## src/sv/scc_pkg.sv

```systemverilog
// Package with shared types, register indexes and constants of the servo countdown controller.
package scc_pkg;

  localparam int SAMPLE_BITS_DEFAULT = 8;

  localparam int CFG_INDEX_W = 3;
  localparam int CFG_DATA_W  = 10;
  localparam int FRAMES_W    = 17;
  localparam int TOTAL_W     = 18;

  localparam logic [FRAMES_W-1:0] FRAMES_MAX = 17'h1FFFF;

  typedef enum logic [CFG_INDEX_W-1:0] {
    REG_BATTERY_CODE    = 3'd0,
    REG_HIGH_THRESHOLD  = 3'd1,
    REG_LOW_THRESHOLD   = 3'd2,
    REG_DEBOUNCE        = 3'd3,
    REG_BLINK_RELOAD    = 3'd4,
    REG_BASE_FRAMES     = 3'd5,
    REG_FRAMES_PER_STEP = 3'd6
  } cfg_reg_t;

  typedef enum logic [1:0] {
    MODE_WAIT   = 2'd0,
    MODE_COUNT  = 2'd1,
    MODE_ACTIVE = 2'd2
  } mode_t;

  typedef enum logic [1:0] {
    SHOW_BATT = 2'd0,
    SHOW_OFF  = 2'd1,
    SHOW_BLUE = 2'd2
  } show_t;

  typedef struct packed {
    logic [7:0] red;
    logic [7:0] green;
    logic [7:0] blue;
  } rgb_t;

  localparam rgb_t COLOR_GREEN  = '{red: 8'd0,  green: 8'd25, blue: 8'd0};
  localparam rgb_t COLOR_PURPLE = '{red: 8'd30, green: 8'd0,  blue: 8'd11};
  localparam rgb_t COLOR_RED    = '{red: 8'd80, green: 8'd0,  blue: 8'd0};
  localparam rgb_t COLOR_BLUE   = '{red: 8'd0,  green: 8'd0,  blue: 8'd40};
  localparam rgb_t COLOR_OFF    = '{red: 8'd0,  green: 8'd0,  blue: 8'd0};

  localparam logic [7:0] RST_BATTERY_CODE    = 8'd0;
  localparam logic [7:0] RST_HIGH_THRESHOLD  = 8'd43;
  localparam logic [7:0] RST_LOW_THRESHOLD   = 8'd46;
  localparam logic [3:0] RST_DEBOUNCE        = 4'd5;
  localparam logic [6:0] RST_BLINK_RELOAD    = 7'd25;
  localparam logic [9:0] RST_BASE_FRAMES     = 10'd500;
  localparam logic [7:0] RST_FRAMES_PER_STEP = 8'd155;
  localparam logic [6:0] RST_BLINK_COUNT     = 7'd25;

endpackage

```

## src/sv/servo_countdown_controller.sv

```systemverilog
// Servo countdown controller: debounce, mode control, countdown and LED color per frame.
//
// One request on the slave stream is one servo frame tick. s_tdata carries the raw
// button level and the pot sample. One request on the master stream is the result of
// that frame: servo pulse length, mode after the frame, press flag and LED color.
// The cfg channel writes the seven setup registers by index and is always ready;
// the user must write it only while no frame is in flight; the block does not enforce this.
//
// A frame goes into an input register, is processed in one pass of short logic with
// one 8 by PotW bit multiply, and its result lands in the output register. One frame
// per cycle is sustained while the receiver takes every result. The output register
// parts the two sides: while the receiver stalls, the block still takes one more
// frame into its input register and only then drops s_tready. The frame state
// advances only when a frame moves into the output register, so nothing is lost or
// repeated under back pressure.
//
// Reset (rst, synchronous) sets the registers to their defaults, puts the block in
// wait mode with the battery color shown and empties both stream registers.
module servo_countdown_controller #(
  parameter int SAMPLE_BITS = scc_pkg::SAMPLE_BITS_DEFAULT
) (
  input  logic                             clk,
  input  logic                             rst,
  input  logic                             s_tvalid,
  output logic                             s_tready,
  // s_tdata: button_raw [0], pot_sample [8:1], zero [15:9]
  input  logic [15:0]                      s_tdata,
  output logic                             m_tvalid,
  input  logic                             m_tready,
  // m_tdata: servo_long [0], mode [2:1], press_seen [3], led_red [11:4],
  // led_green [19:12], led_blue [27:20], zero [31:28]
  output logic [31:0]                      m_tdata,
  input  logic                             cfg_valid,
  output logic                             cfg_ready,
  input  logic [scc_pkg::CFG_INDEX_W-1:0]  cfg_index,
  input  logic [scc_pkg::CFG_DATA_W-1:0]   cfg_data
);

  localparam int PotW  = (SAMPLE_BITS < 8) ? SAMPLE_BITS : 8;
  localparam int ProdW = 8 + PotW;

  logic [7:0] battery_code;
  logic [7:0] high_threshold;
  logic [7:0] low_threshold;
  logic [3:0] debounce_samples;
  logic [6:0] blink_reload;
  logic [9:0] base_frames;
  logic [7:0] frames_per_step;

  scc_pkg::mode_t mode_reg, mode_next;
  scc_pkg::show_t led_show, led_show_next;
  logic                         button_stable, button_stable_next;
  logic [3:0]                   debounce_count, debounce_count_next;
  logic                         blink_phase, blink_phase_next;
  logic [6:0]                   blink_count, blink_count_next;
  logic [scc_pkg::FRAMES_W-1:0] frames_left, frames_left_next;

  logic                         in_vld;
  logic                         in_button;
  logic [7:0]                   in_pot;
  logic                         out_vld;
  logic [31:0]                  out_data;
  logic                         advance;

  logic                         press;
  logic [3:0]                   debounce_inc;
  logic [ProdW-1:0]             product;
  logic [scc_pkg::TOTAL_W-1:0]  total;
  logic [scc_pkg::FRAMES_W-1:0] load_frames;
  logic [scc_pkg::FRAMES_W-1:0] frames_dec;
  scc_pkg::rgb_t                color;

  assign cfg_ready = 1'b1;
  assign advance   = in_vld && (!out_vld || m_tready);
  assign s_tready  = !in_vld || advance;
  assign m_tvalid  = out_vld;
  assign m_tdata   = out_data;

  always_ff @(posedge clk) begin
    if (rst) begin
      battery_code     <= scc_pkg::RST_BATTERY_CODE;
      high_threshold   <= scc_pkg::RST_HIGH_THRESHOLD;
      low_threshold    <= scc_pkg::RST_LOW_THRESHOLD;
      debounce_samples <= scc_pkg::RST_DEBOUNCE;
      blink_reload     <= scc_pkg::RST_BLINK_RELOAD;
      base_frames      <= scc_pkg::RST_BASE_FRAMES;
      frames_per_step  <= scc_pkg::RST_FRAMES_PER_STEP;
    end else if (cfg_valid && cfg_ready) begin
      unique case (cfg_index)
        scc_pkg::REG_BATTERY_CODE:    battery_code     <= cfg_data[7:0];
        scc_pkg::REG_HIGH_THRESHOLD:  high_threshold   <= cfg_data[7:0];
        scc_pkg::REG_LOW_THRESHOLD:   low_threshold    <= cfg_data[7:0];
        scc_pkg::REG_DEBOUNCE:        debounce_samples <= cfg_data[3:0];
        scc_pkg::REG_BLINK_RELOAD:    blink_reload     <= cfg_data[6:0];
        scc_pkg::REG_BASE_FRAMES:     base_frames      <= cfg_data[9:0];
        scc_pkg::REG_FRAMES_PER_STEP: frames_per_step  <= cfg_data[7:0];
        default: ;
      endcase
    end
  end

  always_comb begin
    product      = ProdW'(frames_per_step) * ProdW'(in_pot[PotW-1:0]);
    total        = scc_pkg::TOTAL_W'(base_frames) + scc_pkg::TOTAL_W'(product);
    load_frames  = (total > scc_pkg::TOTAL_W'(scc_pkg::FRAMES_MAX)) ?
                   scc_pkg::FRAMES_MAX : total[scc_pkg::FRAMES_W-1:0];
    frames_dec   = frames_left - scc_pkg::FRAMES_W'(1);
    debounce_inc = debounce_count + 4'd1;

    press               = 1'b0;
    button_stable_next  = button_stable;
    debounce_count_next = 4'd0;
    if (in_button != button_stable) begin
      debounce_count_next = debounce_inc;
      if (debounce_inc >= debounce_samples) begin
        press               = button_stable && !in_button;
        button_stable_next  = in_button;
        debounce_count_next = 4'd0;
      end
    end

    mode_next        = mode_reg;
    led_show_next    = led_show;
    blink_phase_next = blink_phase;
    blink_count_next = blink_count;
    frames_left_next = frames_left;
    unique case (mode_reg)
      scc_pkg::MODE_COUNT: begin
        if (blink_count != 7'd0) begin
          blink_count_next = blink_count - 7'd1;
        end else begin
          led_show_next    = blink_phase ? scc_pkg::SHOW_BATT : scc_pkg::SHOW_OFF;
          blink_phase_next = !blink_phase;
          blink_count_next = blink_reload;
        end
        if (frames_left != '0) begin
          frames_left_next = frames_dec;
          if (frames_dec == '0) begin
            led_show_next = scc_pkg::SHOW_BLUE;
            mode_next     = scc_pkg::MODE_ACTIVE;
          end
        end
      end
      scc_pkg::MODE_ACTIVE: begin
        if (press) begin
          led_show_next = scc_pkg::SHOW_BATT;
          mode_next     = scc_pkg::MODE_WAIT;
        end
      end
      default: begin
        mode_next = scc_pkg::MODE_WAIT;
        if (press) begin
          frames_left_next = load_frames;
          if (load_frames == '0) begin
            led_show_next = scc_pkg::SHOW_BLUE;
            mode_next     = scc_pkg::MODE_ACTIVE;
          end else begin
            led_show_next    = scc_pkg::SHOW_OFF;
            blink_phase_next = 1'b1;
            blink_count_next = blink_reload;
            mode_next        = scc_pkg::MODE_COUNT;
          end
        end
      end
    endcase

    priority if (led_show_next == scc_pkg::SHOW_BLUE) begin
      color = scc_pkg::COLOR_BLUE;
    end else if (led_show_next != scc_pkg::SHOW_BATT) begin
      color = scc_pkg::COLOR_OFF;
    end else if (battery_code <= high_threshold) begin
      color = scc_pkg::COLOR_GREEN;
    end else if (battery_code <= low_threshold) begin
      color = scc_pkg::COLOR_PURPLE;
    end else begin
      color = scc_pkg::COLOR_RED;
    end
  end

  always_ff @(posedge clk) begin
    if (rst) begin
      in_vld         <= 1'b0;
      out_vld        <= 1'b0;
      mode_reg       <= scc_pkg::MODE_WAIT;
      led_show       <= scc_pkg::SHOW_BATT;
      button_stable  <= 1'b1;
      debounce_count <= 4'd0;
      blink_phase    <= 1'b0;
      blink_count    <= scc_pkg::RST_BLINK_COUNT;
      frames_left    <= '0;
    end else begin
      if (s_tvalid && s_tready) begin
        in_vld <= 1'b1;
      end else if (advance) begin
        in_vld <= 1'b0;
      end
      if (advance) begin
        out_vld        <= 1'b1;
        mode_reg       <= mode_next;
        led_show       <= led_show_next;
        button_stable  <= button_stable_next;
        debounce_count <= debounce_count_next;
        blink_phase    <= blink_phase_next;
        blink_count    <= blink_count_next;
        frames_left    <= frames_left_next;
      end else if (m_tready) begin
        out_vld <= 1'b0;
      end
    end
  end

  always_ff @(posedge clk) begin
    if (s_tvalid && s_tready) begin
      in_button <= s_tdata[0];
      in_pot    <= s_tdata[8:1];
    end
    if (advance) begin
      out_data <= {4'd0, color.blue, color.green, color.red, press,
                   mode_next, mode_reg == scc_pkg::MODE_ACTIVE};
    end
  end

`ifndef NO_ASSERTIONS
  a_count_has_frames: assert property (@(posedge clk) disable iff (rst)
    mode_reg == scc_pkg::MODE_COUNT |-> frames_left != '0)
    else $error("Countdown mode with no frames left.");

  a_count_not_blue: assert property (@(posedge clk) disable iff (rst)
    mode_reg == scc_pkg::MODE_COUNT |-> led_show != scc_pkg::SHOW_BLUE)
    else $error("LED shows blue during countdown.");

  a_stall_cause: assert property (@(posedge clk) disable iff (rst)
    !s_tready |-> (in_vld && out_vld && !m_tready))
    else $error("Input stalled without a full pipeline.");
`endif

endmodule
```

## config.mk

```make
export PLATFORM = sky130hd
export DESIGN_NAME = servo_countdown_controller
export DESIGN_NICKNAME = d
export VERILOG_FILES = /design/src/sv/scc_pkg.sv /design/src/sv/servo_countdown_controller.sv
export SDC_FILE = /design/constraint.sdc
export NUM_CORES = 1
export LEC_CHECK = 0
export ABC_AREA = 1
export BUFFER_PORTS_ARGS = -buffer_cell sky130_fd_sc_hd__buf_2
export CAP_MARGIN = 10
export CORE_UTILIZATION = 55
export CTS_BUF_LIST = sky130_fd_sc_hd__clkbuf_8
export DETAILED_ROUTE_END_ITERATION = 16
export GPL_ROUTABILITY_DRIVEN = 0
export GPL_TIMING_DRIVEN = 0
export PLACE_DENSITY = 0.77
export SYNTH_ARGS = -nofsm -noshare
export SYNTH_HDL_FRONTEND = slang
export SYNTH_SLANG_ARGS = --single-unit
```

## constraint.sdc

```tcl
create_clock -name clk -period 11.6 [get_ports clk]
set_input_delay 0.58 -clock clk [delete_from_list [all_inputs] [get_ports clk]]
set_output_delay 0.58 -clock clk [all_outputs]
set_load 0.05 [all_outputs]
```

Word level (Yosys, flattened, before mapping)

Index checks and enable logic that the tools add are counted.

Input port bits: 34
Logic and storage cells: 112
Output and inout port bits: 35
Register bits: 126

Equality and inequality tests: 13
Muxes and demuxes: 36
Reductions and logical operators: 31
Multiply operators: 1
$lt $le $gt $ge: 4
$add $sub $neg: 4
Bitwise operators: 1

Operator list:

| cell                  | count |
|---|---|
| $mux 17               | 3 |
| $logic_not 17->1      | 2 |
| $pmux 17 s2           | 1 |
| $mux 23               | 1 |
| $mux 7                | 3 |
| $mux 2                | 10 |
| $add 10x16->17        | 1 |
| $gt 17x17->1 const B  | 1 |
| $reduce_bool 17->1    | 1 |
| $sub 17x1->17 const B | 1 |
| $le 8x8->1            | 2 |
| $mul 8x8->16          | 1 |
| $pmux 7 s2            | 1 |
| $reduce_and 2->1      | 7 |
| $mux 13               | 1 |
| $mux 1                | 10 |
| $eq 3x3->1 const B    | 3 |
| $mux 4                | 2 |
| $pmux 2 s2            | 2 |
| $reduce_and 4->1      | 2 |
| $reduce_bool 2->1     | 4 |
| $reduce_bool 7->1     | 1 |
| $sub 7x1->7 const B   | 1 |
| $eq 3x2->1 const B    | 2 |
| 19 further kinds      | 27 |

Depth between registers and ports, before layout

Gate-level depths: netlist of run 1.

Word-level depth: 10
Mapped depth: 30
Depth with buffers taken out: 29

Worst setup path after synthesis of run 1

OpenSTA, ideal clock, no wires.

Kind: register -> register
Start point: reg in_pot[7]
End point: reg out_data[15], in the netlist m_tdata[15], data pin
Data arrival time: 4.385 ns
Buffers on the path: 1
Slack: 6.950 ns
Stages on the path, launching flop included: 29
Cell sequence: edfxtp_1 buf_1 nand2_1 inv_1 fa_1 inv_1 fa_1 inv_1 fa_1 inv_1 fa_1 inv_1 ha_1 nand2_1 inv_1 nand2_1 nand2_1 a21oi_1 nand2_1 nand2_1 nand3_1 nor2_1 nand2_2 nand2_1 nand3_1 nand2_1 inv_2 nand2_1 nor2_1

Cells in the longest elaborated chain, start to end: 10

RTL lines:

| what                                                   | line                                                                 | text |
|---|---|---|
| from (decl)                                            | servo_countdown_controller.sv:60                                     | `logic [7:0] in_pot;` |
| from (signal assigned)                                 | servo_countdown_controller.sv:215                                    | `in_pot <= s_tdata[8:1];` |
| $mul 8x8->16 (*)                                       | servo_countdown_controller.sv:103                                    | `product = ProdW'(frames_per_step) * ProdW'(in_pot[PotW-1:0]);` |
| $add 10x16->17 (*)                                     | servo_countdown_controller.sv:104                                    | `total = scc_pkg::TOTAL_W'(base_frames) + scc_pkg::TOTAL_W'(product);` |
| $gt 17x17->1                                           | servo_countdown_controller.sv:105                                    | `load_frames = (total > scc_pkg::TOTAL_W'(scc_pkg::FRAMES_MAX)) ?` |
| $mux 17 (*)                                            | servo_countdown_controller.sv:105                                    |  |
| $logic_not 17->1 (*)                                   | servo_countdown_controller.sv:154                                    | `if (load_frames == '0) begin` |
| $mux 2 (*)                                             | servo_countdown_controller.sv:154                                    |  |
| $mux 2 (*)                                             | servo_countdown_controller.sv:152                                    | `if (press) begin` |
| $pmux 2 s2 (*)                                         | servo_countdown_controller.sv:127                                    | `unique case (mode_reg)` |
| $eq 2x2->1 / $reduce_bool 2->1 (equally long branches) | servo_countdown_controller.sv:167, servo_countdown_controller.sv:169 |  |
| $reduce_or 2->1 (no source line) (*)                   | -                                                                    |  |
| to (signal assigned)                                   | servo_countdown_controller.sv:218                                    | `out_data <= {4'd0, color.blue, color.green, color.red, press,` |
| to (decl)                                              | servo_countdown_controller.sv:62                                     | `logic [31:0] out_data;` |

Every way passes the cells marked *; elsewhere a longest branch is shown, timed or not.
A chain may end at the register's enable or synchronous reset.

Worst setup path in the final report of run 1

Start point: reg frames_per_step[1]
End point: reg out_data[15], in the netlist m_tdata[15], data pin

Cells in the longest elaborated chain, start to end: 10

RTL lines:

| what                                                   | line                                                                 | text |
|---|---|---|
| from (decl)                                            | servo_countdown_controller.sv:48                                     | `logic [7:0] frames_per_step;` |
| from (signal assigned)                                 | servo_countdown_controller.sv:87                                     | `frames_per_step <= scc_pkg::RST_FRAMES_PER_STEP;` |
| from (signal assigned)                                 | servo_countdown_controller.sv:96                                     | `scc_pkg::REG_FRAMES_PER_STEP: frames_per_step <= cfg_data[7:0];` |
| $mul 8x8->16 (*)                                       | servo_countdown_controller.sv:103                                    |  |
| $add 10x16->17 (*)                                     | servo_countdown_controller.sv:104                                    |  |
| $gt 17x17->1                                           | servo_countdown_controller.sv:105                                    |  |
| $mux 17 (*)                                            | servo_countdown_controller.sv:105                                    |  |
| $logic_not 17->1 (*)                                   | servo_countdown_controller.sv:154                                    |  |
| $mux 2 (*)                                             | servo_countdown_controller.sv:154                                    |  |
| $mux 2 (*)                                             | servo_countdown_controller.sv:152                                    |  |
| $pmux 2 s2 (*)                                         | servo_countdown_controller.sv:127                                    |  |
| $eq 2x2->1 / $reduce_bool 2->1 (equally long branches) | servo_countdown_controller.sv:167, servo_countdown_controller.sv:169 |  |
| $reduce_or 2->1 (no source line) (*)                   | -                                                                    |  |

Marks and branches as above.

==> results.md, run 1 <==
* Reg clk slew, reported paths at approximately 0.10 ns
* Largest register by flop count: frames_left
* Gr ovfl total at 0
* GR Util All Layers at between 20% and 30%
* Clock root buffer: clkbuf_8
* Via density at between 5 and 6
* Vias in the first global route at 6811
* Post-Synth Simple-Gate Area at ~24%
* Mux share of post-synthesis cell area at 0%
* # nets final at 1377
* Synthesized area at 8350 um^2
* Power per Cell Area at around 150 nW/um^2
* Drt total wl at 18500 um
* Min cycle time layout at 5.22 ns
* Synth Area in XOR/XNOR at under 10%
* Total negative slack at 0 ns
* End of the worst register-to-register path: m_tdata[15]
* Max Freq at 0.191 GHz
* Worst skew pair latency at around 0.4 ns
* Global-route wire length before repair at between 30000 and 40000 um
* H-tree depth reported by CTS at 3
* Drt first pass iters at 7
* Synth Area in Compound Gates at 10.7%
* HP Start: s_tdata[6]
* # setup viols final at 0
* # resized after CTS at 0
* Final Hold Vio Count at 0
* Netlist cell types at between 40 and 50
* Area after DPL at 8850 um^2
* Fillers at about 1400
* Antenna Nets Post-Route at 0
* DR vias at 7183
* Worst R2R Start: frames_per_step[1]
* Skew final at about 0.016 ns
* Max_cap viols at 0
* Seq cells post-synth at between 100 and 150
* Top-Level Pins at 69
* CP required at 11.72 ns
* # Post-CTS Setup Buffers at 0
* Crit path launch type: flip-flop
* Pleak at 4.93 nW
* Max-slew violations at 0
* Least-Margin Pin Slew at 0.905 ns
* Post-CTS Hold Fix Bufs at 0
* WHS Path Cells at 1
* Hold worst-path end: in_pot[5]
* Outcome: complete, no violations
* DRC Markers at 0
* Avg Inst Size Synth at just over 7 um^2
* Layout Utilization at 61.5%
* Antenna violations before repair at 0
* Avg WL per Cell at 13.0 um
* Prevailing post-synth register cell: dfxtp_1
* Multi-input gate area at about 5000 um^2
* Crit-path max FO at 9
* Sequential share of the synthesized area at between 20 and 30%
* Sequential cell area at ~2400 um^2
* R2r worst-path depth at 27
* Largest family of logic cells by synthesized area: simple AND/OR/NAND/NOR gates
* Synth Warn # at 0
* DRT iter0 DRCs at around 420
* Std-Cell Rows at between 40 and 50
* Largest register FFs at 17
* CTS Buf Count at 9
* CTS tree: yes
* Post-DP HPWL at 14600 um
* Antenna diodes at 0
* Peak VDD IR at roughly 0.11 mV
* Max-slew headroom at between 30% and 40%
* CTS max path bufs at 2
* Syn Inst Count at about 1200
* Port-buffer cells at 44
* Crit path DAT at around 5.4 ns
* Post-synth EDFFs at 19
* Tcrit/Tclk final at 45.0%
* Layout area overhead at 8.27%
* Reg-to-reg slack, setup at between 6 and 7 ns
* Setup CP Type: reg -> reg
* Share of layout cells above drive strength 1 at 10.2%
* RSZ-0062 raised after global routing: no
* Share of synthesized registers carrying an async set or reset at 0%
* Crit path capture type: flip-flop
* Hold Path Class: in -> reg
* Final instance area at about 9000 um^2
* Die area at between 15000 and 20000 um^2
* Clock Sink Count at ~110
* Starting Density at between 50% and 60%
* Post-synthesis adder-cell area fraction at 21.1%
* Die Width at 125 um
* Largest net degree at the start of global routing at 20
* Die H at around 130 um
* Core Footprint at 14700 um^2
## critical path: stages (launching register included)
cell and delay, ns:
dfxtp_1 0.32, clkbuf_1 0.41, nand2_1 0.14, fa_1 0.52, fa_1 0.55, inv_1 0.05
fa_1 0.52, inv_1 0.05, fa_1 0.52, inv_1 0.04, ha_1 0.35, nand2_1 0.08
inv_1 0.12, nand2_1 0.07, nand2_1 0.05, nand2_1 0.06, nand3_1 0.07, nand2_1 0.05
nand2_1 0.13, nand3_1 0.09, nor2_1 0.13, nand2_2 0.12, nand2_1 0.09, nand3_1 0.07
nand2_1 0.13, inv_2 0.06, nand2_1 0.08, nor2_1 0.05
## placed cells by master (no fill, tap or decap), types with 5 or more instances in the layout
master,Yosys,layout
clkbuf_8,0,10
xnor2_1,5,5
fa_1,46,46
nand2_1,278,278
o21ai_1,6,6
conb_1,2,17
nand3_2,5,5
nand2_2,10,10
edfxtp_1,19,19
nor2_1,100,100
a31oi_1,7,7
buf_2,3,47
o211ai_1,15,15
nor2_2,8,8
inv_2,5,5
dfxtp_1,89,89
a21oi_1,53,53
o21ai_0,62,62
nor3_1,5,5
nand3_1,52,52
ha_1,67,67
inv_1,226,227
buf_1,8,8
xor2_1,9,9
clkbuf_1,22,22
buf_4,24,24
## cell type report
cell class	count	share of cell area [%]
buffer	57	3.41
clock buffer	10	1.52
clock inverter	6	0.512
inverter	233	9.73
multi-input combinational	777	53.8
sequential	108	26.0
tap	184	2.55
timing repair buffer	44	2.44
## power breakdown
part	internal, mW	total, mW	leakage (nW)	switching, mW
clock network	0.0864	0.225	0.100	0.138
registers	0.397	0.405	0.905	0.00778
logic	0.252	0.742	3.92	0.489
total	0.735	1.37	4.93	0.635
## routing by layer
metal	vias to the layer above	global-route usage [%]	routed length (um)
li1	3696	-	-
met1	3275	33.0	8520
met2	189	42.4	8640
met3	23	4.19	944
met4	0	8.18	376
met5	-	0	0
## per-stage QoR
stage	total power [mW]	instances	hold WS (ns)	setup WS (ns)
2_1_floorplan	0.988	1175	0.427	6.95
6_report	1.37	1419	0.352	6.38
3_5_place_dp	1.15	1403	0.449	6.44
5_1_grt	1.50	1419	0.326	5.95
3_3_place_gp	1.13	1403	0.439	6.48
4_1_cts	1.37	1419	0.330	6.38
## cell usage after synthesis, drive strengths merged (2+ instances only)
cell	instances	area (um^2)
nand4	5	37.5
clkbuf	22	82.6
inv	232	876
nand2	291	1150
buf	35	225
edfxtp	19	571
nand3	57	310
dfxtp	89	1780
nand3b	4	30.0
nor2	111	459
o211ai	16	125
conb	2	7.51
a21oi	53	265
o21ai	69	349
fa	46	921
a31oi	7	43.8
nor3	5	25.0
a22oi	3	22.5
a211oi	3	22.5
o41ai	3	33.8
xor2	9	78.8
xnor2	5	43.8
ha	67	838
## logic make-up (layout without fill, tap and decap cells)
family / count (synthesis) / in the layout
xor gates and xnor gates: 14 / 14
other: 2 / 17
and+or+nand+nor: 475 / 475
adders and majority gates: 113 / 113
buffers and inverters: 290 / 350
AOI/OAI and AO/OA: 158 / 158
DFF: 108 / 108
## worst max path at each step
stage	endpoint	slack, ns	from
6_report	m_tdata[15]	6.38	frames_per_step[1]
4_1_cts	m_tdata[15]	6.38	frames_per_step[4]
2_1_floorplan	m_tdata[15]	6.95	in_pot[7]
3_3_place_gp	m_tdata[10]	6.48	frames_per_step[4]
3_5_place_dp	m_tdata[15]	6.44	frames_per_step[4]
5_1_grt	m_tdata[15]	5.95	frames_per_step[4]
Power figures use the tool's default switching activity.
==> run 2, diff against run 1 <==
- PLACE_DENSITY: 0.77 -> 0.8
- clock period: 11.6 -> 4.35 ns (I/O delays scaled with it)
==> run 2 against run 1 <==
The run now ends with negative setup slack left. Critical endpoint is now m_tdata[10]. First-iteration DRC count rose by 9.9%. Wire length is 7.5% higher. Register-to-register slack got worse by 6.9 ns. Critical path depth is the same. Non-clock buffer count increased by 32. Via count is 4.6% higher.
==> results.md, run 2 (synthesis gave the netlist of run 1 again) <==
* Die Width at 125 um (unchanged)
* Core Footprint at 14700 um^2 (unchanged)
* Min cycle time layout at 4.89 ns (was 5.22 ns)
* Setup WS pre-CTS at -0.637 ns (was 6.44 ns)
* # setup viols final at 21 (was 0)
* DR vias at 7516 (was 7183)
* Share of layout cells above drive strength 1 at 19.2% (was 10.2%)
* CTS tree: yes (unchanged)
* Hold Path Class: in -> reg (unchanged)
* Vias in the first global route at 7001 (was 6811)
* H-tree depth reported by CTS at 3 (unchanged)
* Power per Cell Area at 464 nW/um^2 (was 152 nW/um^2)
* Tcrit/Tclk final at 112% (was 45.0%)
* Post-DP HPWL at 14600 um (about the same)
* Crit-path max FO at 5 (was 9)
* Crit path DAT at 5.03 ns (was 5.35 ns)
* Largest register FFs at 17 (unchanged)
* GR Util All Layers at 25.9% (was 25.2%)
* Avg WL per Cell at 13.7 um (was 13.0 um)
* Max-slew headroom at 54.1% (was 38.9%)
* Failing checks: negative setup slack
* Std-Cell Rows at 44 (unchanged)
* Reg clk slew, reported paths at 0.11 ns (was 0.10 ns)
* Drt total wl at 19900 um (was 18500 um)
* Skew final at 0.0197 ns (was 0.0158 ns)
* Antenna violations before repair at 0 (unchanged)
* Peak VDD IR at 0.382 mV (was 0.111 mV)
* Die H at 125 um (unchanged)
* Max_cap viols at 0 (unchanged)
* Max-slew violations at 0 (unchanged)
* Total negative slack at -9.21 ns (was 0 ns)
* Least-Margin Pin Slew at 0.689 ns (was 0.905 ns)
* Via density at 5.18 (was 5.06)
* Largest register by flop count: frames_left (unchanged)
* RSZ-0062 raised after global routing: yes (was no)
* Clock root buffer: clkbuf_8 (unchanged)
* Crit path capture type: flip-flop (unchanged)
* Placed cells at 1403 (unchanged)
* Final Hold Vio Count at 0 (unchanged)
* Top-Level Pins at 69 (unchanged)
* CTS max path bufs at 2 (unchanged)
* CP required at 4.49 ns (was 11.72 ns)
* Most common cell after layout, fill and taps aside: nand2_1 (unchanged)
* Non-Filler Instances at 1451 (was 1419)
* Port-buffer cells at 44 (unchanged)
* Area after DPL at 9020 um^2 (was 8850 um^2)
* Global-route wire length before repair at 32800 um (was 31900 um)
* Largest net degree at the start of global routing at 19 (was 20)
* DRT iter0 DRCs at 465 (was 423)
* Antenna Nets Post-Route at 0 (unchanged)
* # nets final at 1409 (was 1377)
* CTS Buf Count at 9 (unchanged)
* Overall Power at 4.54 mW (was 1.37 mW)
* Clock Sink Count at 108 (unchanged)
* Crit path launch type: flip-flop (unchanged)
* Worst skew pair latency at 0.40 ns (about the same)
* Final WS setup at -0.541 ns (was 6.38 ns)
* Pleak at 5.21 nW (was 4.93 nW)
* Starting Density at 56.8% (unchanged)
* Most frequent cells in the layout: 247 x nand2_1, 212 x inv_1, 96 x nor2_1, 88 x dfxtp_1, 61 x ha_1 (was 278 x nand2_1, 227 x inv_1, 100 x nor2_1, 89 x dfxtp_1, 67 x ha_1)
* Die area at 15700 um^2 (unchanged)
* Layout area overhead at 17.3% (was 8.27%)
* DRC Markers at 0 (unchanged)
* Final instance area at 9800 um^2 (was 9040 um^2)
* Setup CP Type: reg -> reg (unchanged)
* Gr ovfl total at 0 (unchanged)
* Drt first pass iters at 6 (was 7)
* Max Freq at 0.204 GHz (was 0.191 GHz)
* Outcome: finished with violations (was complete, no violations)
* Antenna diodes at 0 (unchanged)
## run 2: repair_timing
action | in CTS | in global routing
resized for setup | 48 | 45
setup endpoints to repair | 22 | 24
setup buffers | 18 | 7
pin swaps | 25 | 45
hold buffers | 8 | 1
endpoints found under the hold margin | 8 | 1
## run 2: cell type report
type | count | area (um^2)
Sequential cell | 108 | 2350
Fill cell | 1190 | 4900
Clock inverter | 7 | 97.6
Buffer | 56 | 420
Clock buffer | 9 | 124
Inverter | 233 | 887
Tap cell | 184 | 230
Timing Repair Buffer | 77 | 502
Multi-Input combinational cell | 777 | 5180
## run 2: layer usage
layer / track usage (%) / up-vias / share of wire [%]
met4: 9.40 / 0 / 2.6
met3: 4.75 / 44 / 5.6
met5: 0 / - / 0
met2: 42.3 / 229 / 47
li1: - / 3753 / -
met1: 34.2 / 3490 / 45
## run 2: worst max-delay path, cell delays in order, from the launching register on
cell	delay, ns
edfxtp_1	0.39
buf_6	0.13
nand2_2	0.05
inv_2	0.04
fa_1	0.55
inv_2	0.05
fa_1	0.52
inv_2	0.04
fa_1	0.53
inv_2	0.05
fa_1	0.54
inv_2	0.05
ha_4	0.33
nand2_4	0.09
nor2_4	0.13
nand2_1	0.09
nand3_2	0.10
nand2_2	0.06
nand2_2	0.09
nand3_2	0.10
nor2_2	0.13
nand2_2	0.10
nand2_2	0.11
nand3_2	0.09
nand2_4	0.12
inv_6	0.06
nand3_4	0.06
nor2_2	0.03
## run 2: final timing paths
kind,from,endpoint,slack (ns),depth (start not counted)
worst max-delay path,in_pot[7],m_tdata[10],-0.54,27
worst min register to register,blink_phase,blink_phase,0.46,2
worst max register to register,in_pot[7],m_tdata[10],-0.54,27
worst min-delay path,cfg_data[8],base_frames[8],0.05,3
## run 2: report_power, final
part	switching (mW)	internal [mW]	leakage (nW)
logic	1.69	1.08	4.19
clock network	0.367	0.329	0.117
registers	0.0230	1.06	0.905
total	2.08	2.46	5.21
## run 2: metrics by stage
| stage | hold slack, ns | utilization, % |
|---|---|---|
| after floorplan | 0.316 | - |
| after global routing | 0.0498 | 66.6 |
| after global placement | 0.394 | 61.4 |
| final | 0.0524 | 66.6 |
| after CTS | 0.00239 | 65.4 |
| after detailed placement | 0.396 | 61.4 |
